File: config.mk
export PLATFORM = sky130hd
export DESIGN_NAME = json_stream_tokenizer_flat
export DESIGN_NICKNAME = d
export VERILOG_FILES = /design/src/jst_pkg.sv /design/src/jst_if.sv /design/src/jst_stack_cell.sv /design/src/jst_ctx_stack.sv /design/src/jst_out_queue.sv /design/src/json_stream_tokenizer.sv /design/src/flat_wrapper.sv
export VERILOG_INCLUDE_DIRS = /design/src /design/src/src
export SDC_FILE = /design/constraint.sdc
export NUM_CORES = 1
export LEC_CHECK = 0
export BUFFER_PORTS_ARGS = -buffer_cell sky130_fd_sc_hd__clkbuf_2
export CAP_MARGIN = 20
export CORE_MARGIN = 8
export CORE_UTILIZATION = 50
export DETAILED_ROUTE_END_ITERATION = 7
export PLACE_DENSITY_LB_ADDON = 0.05
export SYNTH_ARGS = -nofsm -noshare
export SYNTH_HDL_FRONTEND = slang
export SYNTH_SLANG_ARGS = --single-unit
File: constraint.sdc
create_clock -name i_clk -period 4.9 [get_ports i_clk]
set_input_delay 0 -clock i_clk [delete_from_list [all_inputs] [get_ports i_clk]]
set_output_delay 0 -clock i_clk [all_outputs]
set_load 0.01 [all_outputs]
File: src/assert_macros.svh
// ----------------------------------------------------------------------------
// assert_macros.svh
// Assertion helpers shared by the tokenizer modules; NO_ASSERTIONS strips them
// ----------------------------------------------------------------------------

`ifndef ASSERT_MACROS_SVH
`define ASSERT_MACROS_SVH

`ifndef NO_ASSERTIONS

// property checked at every edge outside reset
`define JST_ASSERT(label, clk, rst_n, prop, msg) \
    label: assert property (@(posedge clk) disable iff (!rst_n) prop) \
        else $error(msg);

// condition in one cycle implies outcome in the next
`define JST_ASSERT_NEXT(label, clk, rst_n, cond, outcome, msg) \
    label: assert property (@(posedge clk) disable iff (!rst_n) (cond) |=> (outcome)) \
        else $error(msg);

`else

`define JST_ASSERT(label, clk, rst_n, prop, msg)
`define JST_ASSERT_NEXT(label, clk, rst_n, cond, outcome, msg)

`endif

`endif

File: src/jst_pkg.sv
// ----------------------------------------------------------------------------
// jst_pkg
// Shared constants and types of the JSON stream tokenizer
// ----------------------------------------------------------------------------

package jst_pkg;

    // sizing
    localparam int STACK_DEPTH = 16;
    localparam int DOC_LEN_MAX = 65535;
    localparam int DEPTH_W     = $clog2(STACK_DEPTH + 1);
    localparam int POS_W       = $clog2(DOC_LEN_MAX + 1);
    localparam int OUT_W       = 16;

    // result queue, depth a power of two so pointers wrap by themselves
    localparam int Q_DEPTH = 4;
    localparam int Q_PTR_W = $clog2(Q_DEPTH);
    localparam int Q_CNT_W = $clog2(Q_DEPTH + 1);

    // context stack entry codes
    typedef logic [1:0] t_ctx;
    localparam t_ctx CTX_NONE   = 2'd0;
    localparam t_ctx CTX_OBJECT = 2'd1;
    localparam t_ctx CTX_ARRAY  = 2'd2;
    localparam t_ctx CTX_PAIR   = 2'd3;

    typedef enum logic [3:0] {
        TOK_OBJ_OPEN  = 4'd0,
        TOK_OBJ_CLOSE = 4'd1,
        TOK_ARR_OPEN  = 4'd2,
        TOK_ARR_CLOSE = 4'd3,
        TOK_COMMA     = 4'd4,
        TOK_STRING    = 4'd5,
        TOK_NAME      = 4'd6,
        TOK_NUMBER    = 4'd7,
        TOK_NULL      = 4'd8,
        TOK_TRUE      = 4'd9,
        TOK_FALSE     = 4'd10,
        TOK_ERROR     = 4'd11,
        TOK_END       = 4'd12
    } t_token;

    typedef enum logic [2:0] {
        ERR_NONE        = 3'd0,
        ERR_BAD_OBJECT  = 3'd1,
        ERR_BAD_OBJ_END = 3'd2,
        ERR_BAD_ARR_END = 3'd3,
        ERR_SYNTAX      = 3'd4,
        ERR_BAD_STRING  = 3'd5,
        ERR_BAD_ARRAY   = 3'd6,
        ERR_OVERFLOW    = 3'd7
    } t_err;

    typedef enum logic [3:0] {
        VK_NONE   = 4'd0,
        VK_COMMA  = 4'd1,
        VK_NAME   = 4'd2,
        VK_STRING = 4'd3,
        VK_NUMBER = 4'd4,
        VK_NULL   = 4'd5,
        VK_TRUE   = 4'd6,
        VK_FALSE  = 4'd7,
        VK_CLOSED = 4'd8
    } t_value_kind;

    typedef enum logic [2:0] {
        SCAN_IDLE   = 3'd0,
        SCAN_STRING = 3'd1,
        SCAN_NAME   = 3'd2,
        SCAN_NUMBER = 3'd3,
        SCAN_NULL   = 3'd4,
        SCAN_TRUE   = 3'd5,
        SCAN_FALSE  = 3'd6
    } t_scan_mode;

    // per-cell load select in the stack chain
    typedef enum logic [1:0] {
        CELL_HOLD,
        CELL_FROM_UP,
        CELL_FROM_DOWN
    } t_cell_op;

    typedef enum logic [1:0] {
        STK_HOLD,
        STK_PUSH,
        STK_POP,
        STK_SET_TOP
    } t_stack_op;

    typedef struct packed {
        t_stack_op op;
        t_ctx      code;
    } t_stack_ctl;

    typedef struct packed {
        t_token           token_kind;
        logic [OUT_W-1:0] value_start;
        logic [OUT_W-1:0] value_len;
        t_err             error_code;
        logic             last_of_run;
    } t_result;

endpackage

File: src/jst_if.sv
// ----------------------------------------------------------------------------
// jst_if
// Valid/ready stream channels for document bytes and tokens
// ----------------------------------------------------------------------------

// document byte channel
interface jst_in_if;
    logic       valid;
    logic       ready;
    logic [7:0] in_byte;
    logic       end_of_input;
    logic       start_of_document;

    modport source (output valid, in_byte, end_of_input, start_of_document, input ready);
    modport sink (input valid, in_byte, end_of_input, start_of_document, output ready);
endinterface

// token channel
interface jst_out_if;
    logic        valid;
    logic        ready;
    logic [3:0]  token_kind;
    logic [15:0] value_start;
    logic [15:0] value_len;
    logic [2:0]  error_code;
    logic        last_of_run;

    modport source (output valid, token_kind, value_start, value_len, error_code,
                    last_of_run, input ready);
    modport sink (input valid, token_kind, value_start, value_len, error_code,
                  last_of_run, output ready);
endinterface

File: src/jst_stack_cell.sv
// ----------------------------------------------------------------------------
// jst_stack_cell
// One entry of the shifting context stack
// ----------------------------------------------------------------------------

module jst_stack_cell import jst_pkg::*; (
    input  logic     i_clk,
    input  t_cell_op i_op,
    input  t_ctx     i_from_up,
    input  t_ctx     i_from_down,
    output t_ctx     o_value
);

    t_ctx r_value;
    t_ctx n_value;

    // pick the neighbor to load from
    always_comb begin
        case (i_op)
            CELL_FROM_UP:   n_value = i_from_up;
            CELL_FROM_DOWN: n_value = i_from_down;
            default:        n_value = r_value;
        endcase
    end

    // entry holds no reset, it is read only below the stack depth
    always_ff @(posedge i_clk) begin
        r_value <= n_value;
    end

    assign o_value = r_value;

endmodule

File: src/jst_ctx_stack.sv
// ----------------------------------------------------------------------------
// jst_ctx_stack
// Context stack as a chain of cells, top of stack in the first cell
// ----------------------------------------------------------------------------

module jst_ctx_stack import jst_pkg::*; (
    input  logic       i_clk,
    input  t_stack_ctl i_ctl,
    output t_ctx       o_top
);

    t_ctx w_value [STACK_DEPTH];

    // push shifts down, pop shifts up, set-top reloads the first cell only
    for (genvar g = 0; g < STACK_DEPTH; g++) begin : g_cell
        t_cell_op w_op;
        t_ctx     w_up;
        t_ctx     w_down;

        always_comb begin
            case (i_ctl.op)
                STK_PUSH:    w_op = CELL_FROM_UP;
                STK_POP:     w_op = CELL_FROM_DOWN;
                STK_SET_TOP: w_op = (g == 0) ? CELL_FROM_UP : CELL_HOLD;
                default:     w_op = CELL_HOLD;
            endcase
        end

        if (g == 0) begin : g_head
            assign w_up = i_ctl.code;
        end else begin : g_body
            assign w_up = w_value[g-1];
        end

        if (g == STACK_DEPTH - 1) begin : g_tail
            assign w_down = CTX_NONE;
        end else begin : g_link
            assign w_down = w_value[g+1];
        end

        jst_stack_cell u_cell (
            .i_clk       (i_clk),
            .i_op        (w_op),
            .i_from_up   (w_up),
            .i_from_down (w_down),
            .o_value     (w_value[g])
        );
    end

    assign o_top = w_value[0];

endmodule

File: src/jst_out_queue.sv
// ----------------------------------------------------------------------------
// jst_out_queue
// Small result queue taking up to two words per cycle while it has room, one out per cycle while the sink is ready
// ----------------------------------------------------------------------------

`include "assert_macros.svh"

module jst_out_queue import jst_pkg::*; (
    input  logic        i_clk,
    input  logic        i_rst_n,
    input  logic [1:0]  i_wr_count,
    input  t_result     i_wr0,
    input  t_result     i_wr1,
    output logic        o_space,
    jst_out_if.source   o_out
);

    t_result              r_mem [Q_DEPTH];
    logic [Q_PTR_W-1:0]   r_wr_ptr;
    logic [Q_PTR_W-1:0]   r_rd_ptr;
    logic [Q_CNT_W-1:0]   r_count;
    logic [Q_PTR_W-1:0]   n_wr_ptr;
    logic [Q_PTR_W-1:0]   n_rd_ptr;
    logic [Q_CNT_W-1:0]   n_count;
    logic [Q_PTR_W-1:0]   w_wr_next;
    logic                 w_pop;
    t_result              w_head;

    assign w_pop     = o_out.valid && o_out.ready;
    assign w_wr_next = r_wr_ptr + Q_PTR_W'(1);
    assign o_space   = r_count <= Q_CNT_W'(Q_DEPTH - 2);

    // pointer and fill bookkeeping
    always_comb begin
        n_wr_ptr = r_wr_ptr + Q_PTR_W'(i_wr_count);
        n_rd_ptr = r_rd_ptr + Q_PTR_W'(w_pop);
        n_count  = r_count + Q_CNT_W'(i_wr_count) - Q_CNT_W'(w_pop);
    end

    always_ff @(posedge i_clk) begin
        if (!i_rst_n) begin
            r_wr_ptr <= '0;
            r_rd_ptr <= '0;
            r_count  <= '0;
        end else begin
            r_wr_ptr <= n_wr_ptr;
            r_rd_ptr <= n_rd_ptr;
            r_count  <= n_count;
        end
    end

    // storage, two write slots
    always_ff @(posedge i_clk) begin
        if (i_wr_count != 2'd0) begin
            r_mem[r_wr_ptr] <= i_wr0;
        end
        if (i_wr_count == 2'd2) begin
            r_mem[w_wr_next] <= i_wr1;
        end
    end

    // head word to the port
    assign w_head            = r_mem[r_rd_ptr];
    assign o_out.valid       = r_count != '0;
    assign o_out.token_kind  = w_head.token_kind;
    assign o_out.value_start = w_head.value_start;
    assign o_out.value_len   = w_head.value_len;
    assign o_out.error_code  = w_head.error_code;
    assign o_out.last_of_run = w_head.last_of_run;

    `JST_ASSERT(a_q_bound, i_clk, i_rst_n, r_count <= Q_CNT_W'(Q_DEPTH), "result queue overfilled")
    `JST_ASSERT(a_q_space, i_clk, i_rst_n, (i_wr_count != 2'd0) |-> o_space, "write without room")
    `JST_ASSERT_NEXT(a_q_drain, i_clk, i_rst_n, w_pop && (i_wr_count == 2'd0), r_count == $past(r_count) - Q_CNT_W'(1), "pop did not drain")

endmodule

File: src/json_stream_tokenizer.sv
// ----------------------------------------------------------------------------
// json_stream_tokenizer: JSON byte stream to tokens with start and length
// Throughput: one byte word per cycle while the four-entry result queue has room;
// results leave the queue one per cycle while the sink is ready.
// Reset: synchronous active low; start_of_document clears parser state in-band.
// ----------------------------------------------------------------------------

`include "assert_macros.svh"

module json_stream_tokenizer import jst_pkg::*; (
    input  logic      i_clk,
    input  logic      i_rst_n,
    jst_in_if.sink    i_in,
    jst_out_if.source o_out
);

    localparam logic [7:0] CH_LBRACE = 8'h7B;
    localparam logic [7:0] CH_RBRACE = 8'h7D;
    localparam logic [7:0] CH_LBRACK = 8'h5B;
    localparam logic [7:0] CH_RBRACK = 8'h5D;
    localparam logic [7:0] CH_COLON  = 8'h3A;
    localparam logic [7:0] CH_COMMA  = 8'h2C;
    localparam logic [7:0] CH_QUOTE  = 8'h22;
    localparam logic [7:0] CH_BSLASH = 8'h5C;
    localparam logic [7:0] CH_DOT    = 8'h2E;
    localparam logic [7:0] CH_MINUS  = 8'h2D;
    localparam logic [7:0] CH_ZERO   = 8'h30;
    localparam logic [7:0] CH_NINE   = 8'h39;
    localparam logic [7:0] CH_LOW_N  = 8'h6E;
    localparam logic [7:0] CH_LOW_T  = 8'h74;
    localparam logic [7:0] CH_LOW_F  = 8'h66;
    localparam logic [POS_W-1:0]   POS_MAX    = POS_W'(DOC_LEN_MAX);
    localparam logic [DEPTH_W-1:0] DEPTH_FULL = DEPTH_W'(STACK_DEPTH);

    function automatic logic is_ws(logic [7:0] b);
        return (b == 8'h20) || (b == 8'h09) || (b == 8'h0D) || (b == 8'h0A);
    endfunction

    // expected spelling of each literal
    function automatic logic [7:0] lit_char(t_scan_mode m, logic [2:0] idx);
        logic [7:0] c;
        c = 8'h00;
        case (m)
            SCAN_NULL: begin
                case (idx)
                    3'd0: c = "n";
                    3'd1: c = "u";
                    3'd2: c = "l";
                    3'd3: c = "l";
                    default: c = 8'h00;
                endcase
            end
            SCAN_TRUE: begin
                case (idx)
                    3'd0: c = "t";
                    3'd1: c = "r";
                    3'd2: c = "u";
                    3'd3: c = "e";
                    default: c = 8'h00;
                endcase
            end
            SCAN_FALSE: begin
                case (idx)
                    3'd0: c = "f";
                    3'd1: c = "a";
                    3'd2: c = "l";
                    3'd3: c = "s";
                    3'd4: c = "e";
                    default: c = 8'h00;
                endcase
            end
            default: c = 8'h00;
        endcase
        return c;
    endfunction

    function automatic logic [2:0] lit_len(t_scan_mode m);
        return (m == SCAN_FALSE) ? 3'd5 : 3'd4;
    endfunction

    function automatic t_result mk_result(t_token k, logic [OUT_W-1:0] st,
                                          logic [OUT_W-1:0] ln, t_err e);
        t_result r;
        r.token_kind  = k;
        r.value_start = st;
        r.value_len   = ln;
        r.error_code  = e;
        r.last_of_run = 1'b0;
        return r;
    endfunction

    // parser state
    logic [DEPTH_W-1:0] r_depth;
    t_value_kind        r_last;
    logic [POS_W-1:0]   r_pos;
    t_scan_mode         r_mode;
    logic               r_escape;
    logic [2:0]         r_lit_idx;
    logic               r_lit_ok;
    logic [POS_W-1:0]   r_pstart;
    logic               r_err;

    logic [DEPTH_W-1:0] n_depth;
    t_value_kind        n_last;
    logic [POS_W-1:0]   n_pos;
    t_scan_mode         n_mode;
    logic               n_escape;
    logic [2:0]         n_lit_idx;
    logic               n_lit_ok;
    logic [POS_W-1:0]   n_pstart;
    logic               n_err;

    // state as seen by the current word, after an in-band restart
    logic [DEPTH_W-1:0] cur_depth;
    t_value_kind        cur_last;
    logic [POS_W-1:0]   cur_pos;
    t_scan_mode         cur_mode;
    logic               cur_escape;
    logic [2:0]         cur_lit_idx;
    logic               cur_lit_ok;
    logic [POS_W-1:0]   cur_pstart;
    logic               cur_err;

    logic               w_sod;
    logic               w_in_acc;
    logic               w_space;
    t_ctx               w_stack_top;
    t_ctx               w_top;
    logic [POS_W-1:0]   w_span;
    logic [7:0]         w_byte;
    logic               w_eod;
    logic               w_digit;

    t_stack_ctl         w_ctl;
    t_stack_ctl         w_ctl_gated;
    t_result            w_res_a;
    t_result            w_res_b;
    logic               w_a_v;
    logic               w_b_v;
    logic [1:0]         w_wr_count;
    t_result            w_wr0;
    t_result            w_wr1;

    logic               w_run_idle;
    logic               w_do_finish;
    logic               w_may_start;
    logic               w_value_ctx;
    logic               w_fail;
    t_err               w_fail_code;

    assign w_sod    = i_in.start_of_document;
    assign w_in_acc = i_in.valid && i_in.ready;
    assign i_in.ready = w_space;

    assign cur_depth   = w_sod ? '0 : r_depth;
    assign cur_last    = w_sod ? VK_NONE : r_last;
    assign cur_pos     = w_sod ? '0 : r_pos;
    assign cur_mode    = w_sod ? SCAN_IDLE : r_mode;
    assign cur_escape  = w_sod ? 1'b0 : r_escape;
    assign cur_lit_idx = w_sod ? 3'd0 : r_lit_idx;
    assign cur_lit_ok  = w_sod ? 1'b1 : r_lit_ok;
    assign cur_pstart  = w_sod ? '0 : r_pstart;
    assign cur_err     = w_sod ? 1'b0 : r_err;

    assign w_top   = (cur_depth == '0) ? CTX_NONE : w_stack_top;
    assign w_span  = (cur_pos > cur_pstart) ? (cur_pos - cur_pstart) : '0;
    assign w_byte  = i_in.in_byte;
    assign w_eod   = i_in.end_of_input || (w_byte == 8'h00);
    assign w_digit = (w_byte >= CH_ZERO) && (w_byte <= CH_NINE);

    // next state and results of one word
    always_comb begin
        n_depth     = cur_depth;
        n_last      = cur_last;
        n_pos       = cur_pos;
        n_mode      = cur_mode;
        n_escape    = cur_escape;
        n_lit_idx   = cur_lit_idx;
        n_lit_ok    = cur_lit_ok;
        n_pstart    = cur_pstart;
        n_err       = cur_err;
        w_ctl.op    = STK_HOLD;
        w_ctl.code  = CTX_NONE;
        w_a_v       = 1'b0;
        w_b_v       = 1'b0;
        w_res_a     = mk_result(TOK_END, '0, '0, ERR_NONE);
        w_res_b     = mk_result(TOK_END, '0, '0, ERR_NONE);
        w_run_idle  = 1'b0;
        w_do_finish = 1'b0;
        w_may_start = 1'b0;
        w_value_ctx = 1'b0;
        w_fail      = 1'b0;
        w_fail_code = ERR_SYNTAX;

        // scan step on the byte
        if (!cur_err) begin
            if (w_eod) begin
                if (cur_mode == SCAN_STRING || cur_mode == SCAN_NAME) begin
                    w_a_v    = 1'b1;
                    w_res_a  = mk_result(TOK_ERROR, '0, '0, ERR_SYNTAX);
                    n_err    = 1'b1;
                    n_mode   = SCAN_IDLE;
                    n_escape = 1'b0;
                end else if (cur_mode != SCAN_IDLE) begin
                    w_do_finish = 1'b1;
                end
            end else begin
                if (cur_pos < POS_MAX) begin
                    n_pos = cur_pos + POS_W'(1);
                end
                case (cur_mode)
                    SCAN_STRING, SCAN_NAME: begin
                        if (cur_escape) begin
                            n_escape = 1'b0;
                        end else if (w_byte == CH_BSLASH) begin
                            n_escape = 1'b1;
                        end else if (w_byte == CH_QUOTE) begin
                            w_a_v   = 1'b1;
                            w_res_a = mk_result(
                                (cur_mode == SCAN_NAME) ? TOK_NAME : TOK_STRING,
                                OUT_W'(cur_pstart), OUT_W'(w_span), ERR_NONE);
                            n_last  = (cur_mode == SCAN_NAME) ? VK_NAME : VK_STRING;
                            n_mode  = SCAN_IDLE;
                        end
                    end
                    SCAN_NUMBER: begin
                        if (!(w_digit || w_byte == CH_DOT)) begin
                            w_do_finish = 1'b1;
                            w_run_idle  = 1'b1;
                        end
                    end
                    SCAN_NULL, SCAN_TRUE, SCAN_FALSE: begin
                        if (is_ws(w_byte) || w_byte == CH_COMMA || w_byte == CH_RBRACK
                                || w_byte == CH_RBRACE) begin
                            w_do_finish = 1'b1;
                            w_run_idle  = 1'b1;
                        end else begin
                            if (cur_lit_idx >= lit_len(cur_mode)
                                    || w_byte != lit_char(cur_mode, cur_lit_idx)) begin
                                n_lit_ok = 1'b0;
                            end
                            if (cur_lit_idx < 3'd7) begin
                                n_lit_idx = cur_lit_idx + 3'd1;
                            end
                        end
                    end
                    default: w_run_idle = 1'b1;
                endcase
            end
        end

        // close a pending number or literal
        if (w_do_finish) begin
            w_a_v  = 1'b1;
            n_mode = SCAN_IDLE;
            if (cur_mode == SCAN_NUMBER) begin
                w_res_a = mk_result(TOK_NUMBER, OUT_W'(cur_pstart), OUT_W'(w_span), ERR_NONE);
                n_last  = VK_NUMBER;
            end else if (cur_lit_ok && cur_lit_idx == lit_len(cur_mode)) begin
                case (cur_mode)
                    SCAN_NULL: begin
                        w_res_a = mk_result(TOK_NULL, OUT_W'(cur_pstart), OUT_W'(w_span),
                                            ERR_NONE);
                        n_last  = VK_NULL;
                    end
                    SCAN_TRUE: begin
                        w_res_a = mk_result(TOK_TRUE, OUT_W'(cur_pstart), OUT_W'(w_span),
                                            ERR_NONE);
                        n_last  = VK_TRUE;
                    end
                    default: begin
                        w_res_a = mk_result(TOK_FALSE, OUT_W'(cur_pstart), OUT_W'(w_span),
                                            ERR_NONE);
                        n_last  = VK_FALSE;
                    end
                endcase
            end else begin
                w_res_a  = mk_result(TOK_ERROR, '0, '0, ERR_SYNTAX);
                n_err    = 1'b1;
                n_escape = 1'b0;
            end
        end

        // structural byte or start of a value
        if (w_run_idle && !n_err && !is_ws(w_byte)) begin
            w_may_start = (n_last == VK_NONE) || (n_last == VK_COMMA);
            w_value_ctx = (w_top != CTX_OBJECT) && w_may_start;
            case (w_byte)
                CH_LBRACE, CH_LBRACK: begin
                    if (!w_value_ctx) begin
                        w_fail      = 1'b1;
                        w_fail_code = (w_byte == CH_LBRACE) ? ERR_BAD_OBJECT : ERR_BAD_ARRAY;
                    end else if (cur_depth >= DEPTH_FULL) begin
                        w_fail      = 1'b1;
                        w_fail_code = ERR_OVERFLOW;
                    end else begin
                        w_ctl.op   = STK_PUSH;
                        w_ctl.code = (w_byte == CH_LBRACE) ? CTX_OBJECT : CTX_ARRAY;
                        n_depth    = cur_depth + DEPTH_W'(1);
                        n_last     = VK_NONE;
                        w_b_v      = 1'b1;
                        w_res_b    = mk_result(
                            (w_byte == CH_LBRACE) ? TOK_OBJ_OPEN : TOK_ARR_OPEN,
                            '0, '0, ERR_NONE);
                    end
                end
                CH_RBRACE: begin
                    if ((w_top == CTX_PAIR && n_last != VK_COMMA && n_last != VK_NONE)
                            || (w_top == CTX_OBJECT && n_last == VK_NONE)) begin
                        w_ctl.op = STK_POP;
                        n_depth  = cur_depth - DEPTH_W'(1);
                        n_last   = VK_CLOSED;
                        w_b_v    = 1'b1;
                        w_res_b  = mk_result(TOK_OBJ_CLOSE, '0, '0, ERR_NONE);
                    end else begin
                        w_fail      = 1'b1;
                        w_fail_code = ERR_BAD_OBJ_END;
                    end
                end
                CH_RBRACK: begin
                    if (w_top == CTX_ARRAY && n_last != VK_COMMA) begin
                        w_ctl.op = STK_POP;
                        n_depth  = cur_depth - DEPTH_W'(1);
                        n_last   = VK_CLOSED;
                        w_b_v    = 1'b1;
                        w_res_b  = mk_result(TOK_ARR_CLOSE, '0, '0, ERR_NONE);
                    end else begin
                        w_fail      = 1'b1;
                        w_fail_code = ERR_BAD_ARR_END;
                    end
                end
                CH_COLON: begin
                    if (w_top == CTX_OBJECT && n_last == VK_NAME) begin
                        w_ctl.op   = STK_SET_TOP;
                        w_ctl.code = CTX_PAIR;
                        n_last     = VK_NONE;
                    end else begin
                        w_fail = 1'b1;
                    end
                end
                CH_COMMA: begin
                    if ((w_top == CTX_PAIR && n_last != VK_NONE)
                            || (w_top == CTX_ARRAY && n_last != VK_NONE
                                && n_last != VK_COMMA)) begin
                        if (w_top == CTX_PAIR) begin
                            w_ctl.op   = STK_SET_TOP;
                            w_ctl.code = CTX_OBJECT;
                        end
                        n_last  = VK_COMMA;
                        w_b_v   = 1'b1;
                        w_res_b = mk_result(TOK_COMMA, '0, '0, ERR_NONE);
                    end else begin
                        w_fail = 1'b1;
                    end
                end
                CH_QUOTE: begin
                    if (!w_may_start) begin
                        w_fail      = 1'b1;
                        w_fail_code = ERR_BAD_STRING;
                    end else begin
                        n_mode   = (w_top == CTX_OBJECT) ? SCAN_NAME : SCAN_STRING;
                        n_escape = 1'b0;
                        n_pstart = (cur_pos < POS_MAX) ? cur_pos + POS_W'(1) : POS_MAX;
                    end
                end
                default: begin
                    if (w_top == CTX_OBJECT || !w_may_start) begin
                        w_fail = 1'b1;
                    end else begin
                        n_pstart  = cur_pos;
                        n_lit_idx = 3'd1;
                        n_lit_ok  = 1'b1;
                        if (w_byte == CH_MINUS || w_digit) begin
                            n_mode = SCAN_NUMBER;
                        end else if (w_byte == CH_LOW_N) begin
                            n_mode = SCAN_NULL;
                        end else if (w_byte == CH_LOW_T) begin
                            n_mode = SCAN_TRUE;
                        end else if (w_byte == CH_LOW_F) begin
                            n_mode = SCAN_FALSE;
                        end else begin
                            w_fail = 1'b1;
                        end
                    end
                end
            endcase
        end

        // error from the structural step
        if (w_fail) begin
            w_b_v    = 1'b1;
            w_res_b  = mk_result(TOK_ERROR, '0, '0, w_fail_code);
            n_err    = 1'b1;
            n_mode   = SCAN_IDLE;
            n_escape = 1'b0;
        end

        // end of document check
        if (w_eod && !cur_err && !n_err) begin
            w_b_v = 1'b1;
            if (n_last == VK_NONE || cur_depth != '0) begin
                w_res_b  = mk_result(TOK_ERROR, '0, '0, ERR_SYNTAX);
                n_err    = 1'b1;
                n_mode   = SCAN_IDLE;
                n_escape = 1'b0;
            end else begin
                w_res_b = mk_result(TOK_END, '0, '0, ERR_NONE);
            end
        end
    end

    // pack results in order, mark the final one
    always_comb begin
        w_wr0 = w_a_v ? w_res_a : w_res_b;
        w_wr1 = w_res_b;
        w_wr0.last_of_run = !(w_a_v && w_b_v);
        w_wr1.last_of_run = 1'b1;
        w_wr_count = w_in_acc ? (2'(w_a_v) + 2'(w_b_v)) : 2'd0;
        w_ctl_gated = w_ctl;
        if (!w_in_acc) begin
            w_ctl_gated.op = STK_HOLD;
        end
    end

    // state registers
    always_ff @(posedge i_clk) begin
        if (!i_rst_n) begin
            r_depth   <= '0;
            r_last    <= VK_NONE;
            r_pos     <= '0;
            r_mode    <= SCAN_IDLE;
            r_escape  <= 1'b0;
            r_lit_idx <= 3'd0;
            r_lit_ok  <= 1'b1;
            r_pstart  <= '0;
            r_err     <= 1'b0;
        end else if (w_in_acc) begin
            r_depth   <= n_depth;
            r_last    <= n_last;
            r_pos     <= n_pos;
            r_mode    <= n_mode;
            r_escape  <= n_escape;
            r_lit_idx <= n_lit_idx;
            r_lit_ok  <= n_lit_ok;
            r_pstart  <= n_pstart;
            r_err     <= n_err;
        end
    end

    jst_ctx_stack u_stack (
        .i_clk (i_clk),
        .i_ctl (w_ctl_gated),
        .o_top (w_stack_top)
    );

    jst_out_queue u_queue (
        .i_clk      (i_clk),
        .i_rst_n    (i_rst_n),
        .i_wr_count (w_wr_count),
        .i_wr0      (w_wr0),
        .i_wr1      (w_wr1),
        .o_space    (w_space),
        .o_out      (o_out)
    );

    `JST_ASSERT(a_depth_bound, i_clk, i_rst_n, r_depth <= DEPTH_FULL, "stack depth beyond capacity")
    `JST_ASSERT(a_push_room, i_clk, i_rst_n, (w_ctl_gated.op == STK_PUSH) |-> (cur_depth < DEPTH_FULL), "push at full stack")
    `JST_ASSERT(a_err_silent, i_clk, i_rst_n, (w_in_acc && cur_err) |-> (w_wr_count == 2'd0), "result after latched error")
    `JST_ASSERT(a_escape_mode, i_clk, i_rst_n, r_escape |-> (r_mode == SCAN_STRING || r_mode == SCAN_NAME), "escape outside string")

endmodule

File: src/flat_wrapper.sv
// flat-port wrapper written by rule: the top's interface ports become plain ports
module json_stream_tokenizer_flat import jst_pkg::*;
  (i_clk, i_rst_n, i_in_valid, i_in_in_byte, i_in_end_of_input, i_in_start_of_document, i_in_ready, o_out_valid, o_out_token_kind, o_out_value_start, o_out_value_len, o_out_error_code, o_out_last_of_run, o_out_ready);
  jst_in_if i_in_i ();
  jst_out_if o_out_i ();
  input  logic i_clk;
  input  logic i_rst_n;
  input wire logic [$bits(i_in_i.valid)-1:0] i_in_valid;
  input wire logic [$bits(i_in_i.in_byte)-1:0] i_in_in_byte;
  input wire logic [$bits(i_in_i.end_of_input)-1:0] i_in_end_of_input;
  input wire logic [$bits(i_in_i.start_of_document)-1:0] i_in_start_of_document;
  output wire logic [$bits(i_in_i.ready)-1:0] i_in_ready;
  output wire logic [$bits(o_out_i.valid)-1:0] o_out_valid;
  output wire logic [$bits(o_out_i.token_kind)-1:0] o_out_token_kind;
  output wire logic [$bits(o_out_i.value_start)-1:0] o_out_value_start;
  output wire logic [$bits(o_out_i.value_len)-1:0] o_out_value_len;
  output wire logic [$bits(o_out_i.error_code)-1:0] o_out_error_code;
  output wire logic [$bits(o_out_i.last_of_run)-1:0] o_out_last_of_run;
  input wire logic [$bits(o_out_i.ready)-1:0] o_out_ready;
  assign i_in_i.valid = i_in_valid;
  assign i_in_i.in_byte = i_in_in_byte;
  assign i_in_i.end_of_input = i_in_end_of_input;
  assign i_in_i.start_of_document = i_in_start_of_document;
  assign i_in_ready = i_in_i.ready;
  assign o_out_valid = o_out_i.valid;
  assign o_out_token_kind = o_out_i.token_kind;
  assign o_out_value_start = o_out_i.value_start;
  assign o_out_value_len = o_out_i.value_len;
  assign o_out_error_code = o_out_i.error_code;
  assign o_out_last_of_run = o_out_i.last_of_run;
  assign o_out_i.ready = o_out_ready;
  json_stream_tokenizer u_core (.i_clk(i_clk), .i_rst_n(i_rst_n), .i_in(i_in_i), .o_out(o_out_i));
endmodule
==> results.json, run 1 <==
{
  "final_cell_mix": "dfxtp_1 (187), nand2_1 (153), nor2_1 (116)",
  "post-route-drc-count": 0,
  "yosys_warnings": 0,
  "syn_area_sq_mm": 0.0135,
  "n_antenna_cell": 0,
  "htree_levels": 1,
  "cts.sinks": 249,
  "slew_viol_final": 0,
  "first_pass_iters": 6,
  "crit_path_end_kind": "flop",
  "grt_max_degree": 48,
  "finClkSkew_ps": 20.9,
  "worstSkewPairLatency_ps": 550,
  "grt_pass1_vias": 11200,
  "area_growth_pct": 12.9,
  "fin_nets": 1553,
  "path_clk_slew_ps": 60,
  "powerDensity_mw_per_mm2": 332,
  "p_leak_nw": 5.72,
  "cts_root_buf": "clkbuf_16",
  "finalSetupViolCount": 0,
  "relSlewSlack_pct": 36.6,
  "die_x_microns": 181,
  "vias_per_cell": 6.22,
  "hp-class": "in -> reg",
  "whs_ps": 28.4,
  "max_cap_viol_count": 0,
  "core_region_area_sq_mm": 0.0268,
  "cts_tree": "built",
  "async_flop_share_pct": 0,
  "crit_family": "simple AND/OR/NAND/NOR gates",
  "max_stage_delay_ps": 540,
  "hold_viol": 0,
  "grt_util_all_layers_pct": 23.3,
  "power_mw": 5.08,
  "antenna_found_initial": 0,
  "yosys-top-cells-area": "dfxtp_1 (28%), edfxtp_1 (13%), mux4_2 (6.7%)",
  "die_y_microns": 181,
  "ir_drop_v": 0.000231,
  "synthCells": 1449,
  "netlist.area_leader.share_pct": 27.9,
  "worst_pin_slew_ps": 942,
  "place_ws_ps": 259,
  "fmax_mhz": 217,
  "gr-total-overflow": 0,
  "layout_min_cycle_time_ps": 4620,
  "path_max_fanout": 13,
  "yosysSeqAreaShare_pct": 41.2,
  "cp.arrival_ps": 5020,
  "io_buffers": 55,
  "dpl.hpwl_microns": 27600,
  "place_congestion": 0.979,
  "vias": 11600,
  "status": "finished, final reports clean",
  "critPathRequiredTime_ps": 5310,
  "cpMaxStageDelayCell": "dfxtp_1",
  "cts_buffers": 28,
  "drt_first_iter_violations": 1159,
  "routed_wl_microns": 38800,
  "final_common_cell": "dfxtp_1",
  "syn_avg_cell_area_sq_um": 9.35,
  "synthFlopType": "dfxtp_1",
  "synth.distinct_cells": 90,
  "ctsLongestPathBuffers": 3,
  "crit_path_start_kind": "flop",
  "syn-num-nets": 1499,
  "initial_core_util_pct": 50.5,
  "setup_slack_ps": 285,
  "final_cells": 1864,
  "pin_count": 56,
  "layout-drive-gt1-share_pct": 18.2,
  "synth_top_area_cell": "dfxtp_1",
  "ys_seq_elements": 249,
  "routedWlPerCell_microns": 20.8,
  "placed_cells": 1810,
  "critPathMostFrequentCell": "ha_1",
  "crit_chain": "nor3b_2 -> ha_1 -> nand2_1 -> nor3_2 -> or2_2 -> a21oi_2 -> a221oi_2 -> a41oi_2 -> or3_1 -> ha_1 -> buf_4 -> and3_1 -> ha_1 -> fa_1 -> xnor2_1 -> nor2_1",
  "crit_buf_inv": 1,
  "fp-row-count": 60,
  "grt_pass1_wl_microns": 62600,
  "layout_worst_path_cycle_share_pct": 94.2,
  "drtAntennaViolNets": 0,
  "synth_edf_count": 60,
  "path_class": "reg -> reg",
  "die-area_sq_mm": 0.0326
}
[flip-flops by register name (all words and copies together) (netlist names)]
name                                  cells
u_core.r_lit_ok                           1
u_core.r_pos                             16
u_core.r_escape                           1
u_core.r_lit_idx                          3
u_core.u_queue.r_count                    3
u_core.r_depth                            5
u_core.u_queue.r_wr_ptr                   2
u_core.r_last                             4
u_core.r_pstart                          16
u_core.r_mode                             3
u_core.r_err                              1
u_core.u_queue.r_mem                    160
u_core.u_queue.r_rd_ptr                   2
u_core.u_stack.g_cell.u_cell.o_value     32
[what timing repair did]
| action | CTS | global route |
|---|---|---|
| setup buffers | 0 | 1 |
| endpoints found under the setup margin | 0 | 169 |
| hold endpoints to repair | 11 | 0 |
| gates resized for setup | 0 | 3 |
| hold buffers | 2 | 0 |
[worst reg2reg max path, stage by stage, from the launching register on]
cell	delay (ps)
dfxtp_1	540
nor3b_2	300
ha_1	200
nand2_1	70
nor3_2	340
or2_2	290
a21oi_2	140
a221oi_2	470
a41oi_2	200
or3_1	400
ha_1	340
buf_4	180
and3_1	200
ha_1	220
fa_1	380
xnor2_1	160
nor2_1	50
[stage by stage]
stage	cell area (sq um)	util [%]	setup TNS, ps
2_1_floorplan	13600	-	0
3_3_place_gp	14300	53.5	0
3_5_place_dp	14400	53.6	0
4_1_cts	15300	57.0	0
5_1_grt	15300	57.1	-146
6_report	15300	57.1	0
[kinds of logic after synthesis]
group                      Yosys count  synth area share, %
muxes                               71                 9.20
buffers and inverters              135                 3.88
AOI/OAI and AO/OA                  458                 23.5
xor gates and xnor gates            28                 1.81
DFF                                249                 41.2
adders and majority gates           36                 3.44
and+or+nand+nor                    472                 16.9
[report_power, final]
part           leakage (nW)  total (mW)  switching (mW)  internal, mW
registers              2.06        2.24          0.0790          2.16
logic                  3.21       0.835           0.521         0.315
clock network         0.443        2.01           0.842          1.16
[synth_stat cells, drive strengths merged (22+ instances only)]
library cell	count
a21oi	82
a22o	98
a22oi	23
and3	22
clkbuf	75
dfxtp	189
edfxtp	60
ha	34
inv	41
mux2	28
mux4	40
nand2	154
nand3	33
nor2	122
nor2b	28
nor3	26
o21ai	122
[worst paths after layout]
kind                                            start                                  endpoint  slack [ps]  depth (start not counted)
min reg2reg  u_core.u_queue.r_mem[2][12]$_SDFFE_PP0P_  u_core.u_queue.r_mem[2][12]$_SDFFE_PP0P_         450                          2
max                     u_core.r_mode[2]$_SDFFE_PN0P_      u_core.u_queue.r_count[2]$_SDFF_PN0_         280                         16
max reg2reg             u_core.r_mode[2]$_SDFFE_PN0P_      u_core.u_queue.r_count[2]$_SDFF_PN0_         280                         16
min                                        i_in_valid     u_core.u_queue.r_wr_ptr[0]$_SDFF_PN0_          30                          4
[metal layers]
| layer | vias to the layer above | part of all wire [%] | track usage (%) |
|---|---|---|---|
| met2 | 348 | 48 | 39.5 |
| met3 | 89 | 4.3 | 2.86 |
| met5 | - | 0 | 0 |
| li1 | 5525 | - | - |
| met1 | 5632 | 45 | 30.5 |
| met4 | 0 | 3.0 | 7.18 |
[layout make-up]
type	instances	area, sq um
fill	2463	11500
multi-input combinational	1065	7480
sequential	249	5590
clock buffer	43	828
timing repair buffer	118	757
tap	341	427
inverter	41	154
clock inverter	7	63.8
No activity file was read; power rests on OpenSTA's default activity.
==> run 2, diff against run 1 <==
--- a/config.mk
+++ b/config.mk
@@ -8,8 +8,10 @@
 export LEC_CHECK = 0
 export BUFFER_PORTS_ARGS = -buffer_cell sky130_fd_sc_hd__clkbuf_2
 export CAP_MARGIN = 20
+export CORE_ASPECT_RATIO = 1.4
 export CORE_MARGIN = 8
 export CORE_UTILIZATION = 50
+export CTS_BUF_LIST = sky130_fd_sc_hd__clkbuf_16
 export DETAILED_ROUTE_END_ITERATION = 7
 export PLACE_DENSITY_LB_ADDON = 0.05
 export SYNTH_ARGS = -nofsm -noshare
==> run 2 against run 1 <==
Non-clock buffer count is 6 higher. Via count grew 1.5%. Die area increased by 0.23%. Register-to-register slack lost 120 ps. Flip-flop and latch count did not move. Largest power group unchanged.
==> results.json, run 2 (synthesis gave the netlist of run 1 again) <==
{
  "vias_per_cell": 6.22,
  "drtAntennaViolNets": 0,
  "grt_max_degree": 57,
  "finalSetupViolCount": 0,
  "gr-total-overflow": 0,
  "final_cell_area_sq_mm": 0.0154,
  "worst_pin_slew_ps": 826,
  "die_y_microns": 211,
  "final_cell_mix": "dfxtp_1 (186), nand2_1 (153), nor2_1 (116)",
  "post-route-drc-count": 0,
  "layout-drive-gt1-share_pct": 18.8,
  "r2r_slack_ps": 170,
  "cts.sinks": 249,
  "path_max_fanout": 11,
  "top_register": "u_core.u_queue.r_mem",
  "die-area_sq_mm": 0.0327,
  "first_pass_iters": 6,
  "ctsLongestPathBuffers": 3,
  "htree_levels": 1,
  "relSlewSlack_pct": 44.9,
  "critPathLaunch": "u_core.r_mode[1]$_SDFFE_PN0P_",
  "max_cap_viol_count": 0,
  "pin_count": 56,
  "largest_reg_flops": 160,
  "io_buffers": 55,
  "clkPwrFrac_pct": 39.6,
  "drt_first_iter_violations": 792,
  "final_common_cell": "dfxtp_1",
  "p_seq_share_pct": 43.8,
  "layout_min_cycle_time_ps": 4730,
  "path_clk_slew_ps": 60,
  "grt_pass1_vias": 11500,
  "final_cells": 1892,
  "p_int_mw": 3.66,
  "r2r_end": "u_core.u_queue.r_count[2]$_SDFF_PN0_",
  "grt_setup_unrepaired": "false",
  "placed_area_sq_mm": 0.0144,
  "fp-row-count": 71,
  "die_x_microns": 155,
  "hold_viol": 0,
  "initial_core_util_pct": 50.7,
  "swShare_pct": 28.7,
  "routedWlPerCell_microns": 22.0,
  "cp.arrival_ps": 5140,
  "min_path_cells": 4,
  "status": "finished, final reports clean",
  "hp-class": "in -> reg",
  "vias": 11800,
  "placed_cells": 1840,
  "critPathRequiredTime_ps": 5300,
  "dpl.hpwl_microns": 30200,
  "cts_tree": "built",
  "cts_root_buf": "clkbuf_16",
  "slew_viol_final": 0,
  "path_class": "reg -> reg",
  "routed_wl_microns": 41600,
  "ir_drop_v": 0.000238,
  "grt_pass1_wl_microns": 65200,
  "crit_path_start_kind": "flop",
  "fmax_mhz": 211,
  "worstSkewPairLatency_ps": 540,
  "layout_worst_path_cycle_share_pct": 96.6,
  "area_growth_pct": 13.8,
  "reg2reg_depth": 18,
  "place_congestion": 1.03,
  "worstReg2RegStart": "u_core.r_mode[1]$_SDFFE_PN0P_",
  "pwr-share-comb_pct": 16.6,
  "finClkSkew_ps": 10.2,
  "fin_nets": 1557,
  "core_region_area_sq_mm": 0.0267,
  "netSwitchingPower_mw": 1.47,
  "setup_tns_ps": 0,
  "crit_path_end_kind": "flop",
  "cts_buffers": 26,
  "n_antenna_cell": 0,
  "nFillCells": 2413,
  "p_leak_nw": 5.75,
  "powerDensity_mw_per_mm2": 333,
  "endpoint": "u_core.u_queue.r_count[2]$_SDFF_PN0_",
  "grt_util_all_layers_pct": 25.0,
  "antenna_found_initial": 0
}
==> run 2: per-stage QoR <==
step	power [mW]	setup slack (ps)	hold WS [ps]	utilization, %
after floorplan	2.82	60.1	255	-
after global placement	3.13	172	369	54.0
after detailed placement	3.14	68.6	376	54.0
after CTS	5.18	39.2	75.4	57.4
after global routing	5.33	44.1	96.5	57.7
final	5.14	169	73.4	57.7
==> run 2: timing repair <==
action                                  CTS  global route
setup buffers                             0             2
endpoints found under the setup margin    0           190
hold buffers                              2             0
hold endpoints to repair                 11             0
gates resized for setup                   0            12
==> run 2: how the worst min path moves through the flow <==
stage                    start                               endpoint  slack (ps)
CTS                 i_in_valid  u_core.u_queue.r_wr_ptr[0]$_SDFF_PN0_          80
finish              i_in_valid  u_core.u_queue.r_wr_ptr[0]$_SDFF_PN0_          70
global route        i_in_valid   u_core.u_queue.r_count[0]$_SDFF_PN0_         100
floorplan              i_rst_n           u_core.r_lit_ok$_SDFFE_PN1P_         260
global placement       i_rst_n           u_core.r_lit_ok$_SDFFE_PN1P_         370
detailed placement     i_rst_n           u_core.r_lit_ok$_SDFFE_PN1P_         380
==> run 2: power by group through the flow <==
stage               registers [mW]  clock network, mW  logic, mW
floorplan                     2.23                  0      0.591
global placement              2.29                  0      0.839
detailed placement            2.29                  0      0.841
CTS                           2.25               2.08      0.846
global route                  2.26               2.15      0.916
finish                        2.25               2.04      0.851
==> run 2: worst max-delay path: stages, from the launching register on <==
cell	delay, ps
dfxtp_1	460
nand2b_1	300
nor3b_2	300
ha_1	180
nand2_1	70
nor3_2	230
nor2_2	140
o2bb2ai_1	180
a31o_2	290
a211o_1	410
a41oi_4	240
or3_1	170
ha_2	250
nand2_1	290
ha_1	400
inv_1	50
fa_1	420
xnor2_1	160
nor2_1	50
==> run 2: cell type report <==
class / instances / area, sq um / share of cell area (%)
inverter: 41 / 154 / 0.998
clock buffer: 29 / 726 / 4.71
sequential: 249 / 5590 / 36.3
clock inverter: 19 / 166 / 1.08
multi-input combinational: 1065 / 7500 / 48.6
tap: 365 / 457 / 2.96
timing repair buffer: 124 / 826 / 5.36
==> run 2: routing by layer <==
layer / wire length, microns / global-route usage, %
met1: 16100 / 28.5
met5: 0 / 0
met4: 1780 / 11.4
met2: 21600 / 45.8
met3: 2030 / 2.66
==> run 3, diff against run 2 <==
--- a/config.mk
+++ b/config.mk
@@ -8,10 +8,13 @@
 export LEC_CHECK = 0
 export BUFFER_PORTS_ARGS = -buffer_cell sky130_fd_sc_hd__clkbuf_2
 export CAP_MARGIN = 20
+export CELL_PAD_IN_SITES_DETAIL_PLACEMENT = 1
+export CELL_PAD_IN_SITES_GLOBAL_PLACEMENT = 1
 export CORE_ASPECT_RATIO = 1.4
 export CORE_MARGIN = 8
 export CORE_UTILIZATION = 50
 export CTS_BUF_LIST = sky130_fd_sc_hd__clkbuf_16
+export CTS_CLUSTER_DIAMETER = 100
 export DETAILED_ROUTE_END_ITERATION = 7
 export PLACE_DENSITY_LB_ADDON = 0.05
 export SYNTH_ARGS = -nofsm -noshare
==> constraint.sdc (replaced) <==
create_clock -name i_clk -period 5.65 [get_ports i_clk]
set_input_delay 0 -clock i_clk [delete_from_list [all_inputs] [get_ports i_clk]]
set_output_delay 0 -clock i_clk [all_outputs]
set_load 0.01 [all_outputs]
==> run 3 against run 2 <==
First-iteration DRC count is 32% lower. Sequential share of layout area is 0.77 points higher. Global-route usage is 2.0 points higher. Flip-flop and latch count stayed put. Fmax is 9.9% lower. Core utilization is 1.2 points lower. Worst hold slack better by 33 ps. Total power is 16% lower. Sequential power is 15% lower. Critical path depth is 4 lower. Wire length is 6.9% higher. Cell count is 1.1% lower.
==> results.json, run 3 (synthesis gave the netlist of run 1 again) <==
{
  "grt_util_all_layers_pct": 27.0,
  "die_x_microns": 155,
  "final_cell_mix": "dfxtp_1 (187), nand2_1 (153), nor2_1 (118)",
  "cts_tree": "built",
  "worstSkewPairLatency_ps": 540,
  "finalSetupViolCount": 0,
  "layout-drive-gt1-share_pct": 16.4,
  "final_cells": 1872,
  "slew_viol_final": 0,
  "p_seq_share_pct": 44.2,
  "fp-row-count": 71,
  "place_ws_ps": 561,
  "dpl.hpwl_microns": 32100,
  "critPathRequiredTime_ps": 5910,
  "path_max_fanout": 13,
  "place_congestion": 0.996,
  "pin_count": 56,
  "top_register": "u_core.u_queue.r_mem",
  "die-area_sq_mm": 0.0327,
  "cts_root_buf": "clkbuf_16",
  "ir_drop_v": 0.000238,
  "post_cts_resized": 0,
  "max_stage_delay_ps": 500,
  "path_class": "reg -> reg",
  "register_area_sq_mm": 0.00559,
  "first_pass_iters": 5,
  "grt_pass1_wl_microns": 70000,
  "hp-class": "in -> reg",
  "clkPwrFrac_pct": 37.9,
  "relSlewSlack_pct": 34.7,
  "initial_core_util_pct": 50.7,
  "crit_path_start_kind": "flop",
  "ctsLongestPathBuffers": 3,
  "swShare_pct": 29.5,
  "routedWlPerCell_microns": 23.7,
  "status": "finished, final reports clean",
  "gr-total-overflow": 0,
  "netSwitchingPower_mw": 1.27,
  "worst_pin_slew_ps": 971,
  "nFillCells": 3066,
  "post-route-util_pct": 56.4,
  "drtAntennaViolNets": 0,
  "max_cap_viol_count": 0,
  "area_growth_pct": 11.4,
  "io_buffers": 55,
  "hold_viol": 0,
  "p_leak_nw": 5.62,
  "crit_path_end_kind": "flop",
  "layout_worst_path_cycle_share_pct": 92.9,
  "vias": 11900,
  "placed_cells": 1821,
  "htree_levels": 1,
  "n_antenna_cell": 0,
  "whs_ps": 107,
  "post-route-drc-count": 0,
  "cts_buffers": 26,
  "routed_wl_microns": 44400,
  "core_region_area_sq_mm": 0.0267,
  "vias_per_cell": 6.34,
  "postCtsSetupRepairBufs": 0,
  "grt_pass1_vias": 12600,
  "r2r_slack_ps": 400,
  "setup_slack_ps": 402,
  "critPathMostFrequentCell": "nor2_1",
  "multi_input_area_sq_mm": 0.00745,
  "finClkSkew_ps": 8.09,
  "path_clk_slew_ps": 70,
  "pwr-share-comb_pct": 17.9,
  "crit_chain": "nor4_1 -> nor2b_1 -> a31oi_1 -> a21o_1 -> and3_1 -> a222oi_1 -> a41oi_2 -> or3_1 -> ha_1 -> o21ai_1 -> or2_2 -> nor2_1 -> nor2_1 -> o22ai_1",
  "layout_min_cycle_time_ps": 5250,
  "grt_max_degree": 46,
  "largest_reg_flops": 160,
  "cpMaxStageDelayCell": "nor2b_1",
  "cp.arrival_ps": 5510,
  "setup_tns_ps": 0,
  "final_common_cell": "dfxtp_1",
  "fmax_mhz": 191,
  "grt_setup_unrepaired": "false",
  "die_y_microns": 211,
  "cts.sinks": 249,
  "p_int_mw": 3.05,
  "fin_nets": 1537,
  "antenna_found_initial": 0,
  "powerDensity_mw_per_mm2": 286,
  "drt_first_iter_violations": 535
}
==> run 3: cell count changes in the layout (fill, tap and decap cells not counted), moves of 2 or more <==
cell	before	now
buf_4	62	47
inv_1	41	48
clkinv_1	1	6
buf_6	4	0
clkinvlp_4	5	1
clkbuf_16	29	27
clkinv_2	5	3
clkinv_4	2	0
inv_2	3	1
nor2_1	116	118
nor2_2	6	4
==> run 3: per-layer routing <==
layer | up-vias | global-route usage, % | wire [microns]
li1 | 5492 | - | -
met1 | 5989 | 28.8 | 17000
met2 | 289 | 51.1 | 23700
met3 | 106 | 2.91 | 1610
met4 | 0 | 14.1 | 2190
met5 | - | 0 | 0
==> run 3: worst paths after layout <==
check,start,cells past startpoint,to
worst max-delay path,u_core.r_mode[2]$_SDFFE_PN0P_,14,u_core.u_queue.r_mem[3][36]$_DFFE_PP_
worst min-delay path,i_in_valid,4,u_core.u_queue.r_wr_ptr[0]$_SDFF_PN0_
worst min register to register,u_core.u_queue.r_mem[0][8]$_SDFFE_PP0N_,2,u_core.u_queue.r_mem[0][8]$_SDFFE_PP0N_
worst max register to register,u_core.r_mode[2]$_SDFFE_PN0P_,14,u_core.u_queue.r_mem[3][36]$_DFFE_PP_
==> run 3: power by group through the flow <==
stage                     clock network, mW  registers (mW)  logic (mW)
final                                  1.64            1.91       0.773
after global routing                   1.73            1.92       0.834
after CTS                              1.66            1.91       0.772
after detailed placement                  0            1.95       0.762
after global placement                    0            1.95       0.753
after floorplan                           0            1.94       0.511
==> run 3: timing repair <==
item                                   4_1_cts  5_1_grt
setup endpoints to repair                    0        0
hold buffers                                 2        0
endpoints found under the hold margin       12        0
==> run 3: final cells by class <==
cell class                      instances  area share (%)
Tap cell                              365            3.03
Clock inverter                         21           0.796
Inverter                               41            1.02
Sequential cell                       249            37.0
Clock buffer                           27            4.48
Timing Repair Buffer                  104            4.29
Multi-Input combinational cell       1065            49.4
==> run 3: worst max-delay path, delay by kind of cell, from the launching register on <==
kind | cells | cell delay, ps
and+or+nand+nor | 7 | 2190
DFF | 1 | 430
adders and majority gates | 1 | 430
AOI/OAI and AO/OA | 6 | 1920
==> run 3: through the flow <==
stage	power, mW	instance area [sq um]
after global placement	2.70	14300
after global routing	4.48	15100
final	4.32	15100
after CTS	4.34	15100
after floorplan	2.45	13500
after detailed placement	2.71	14300
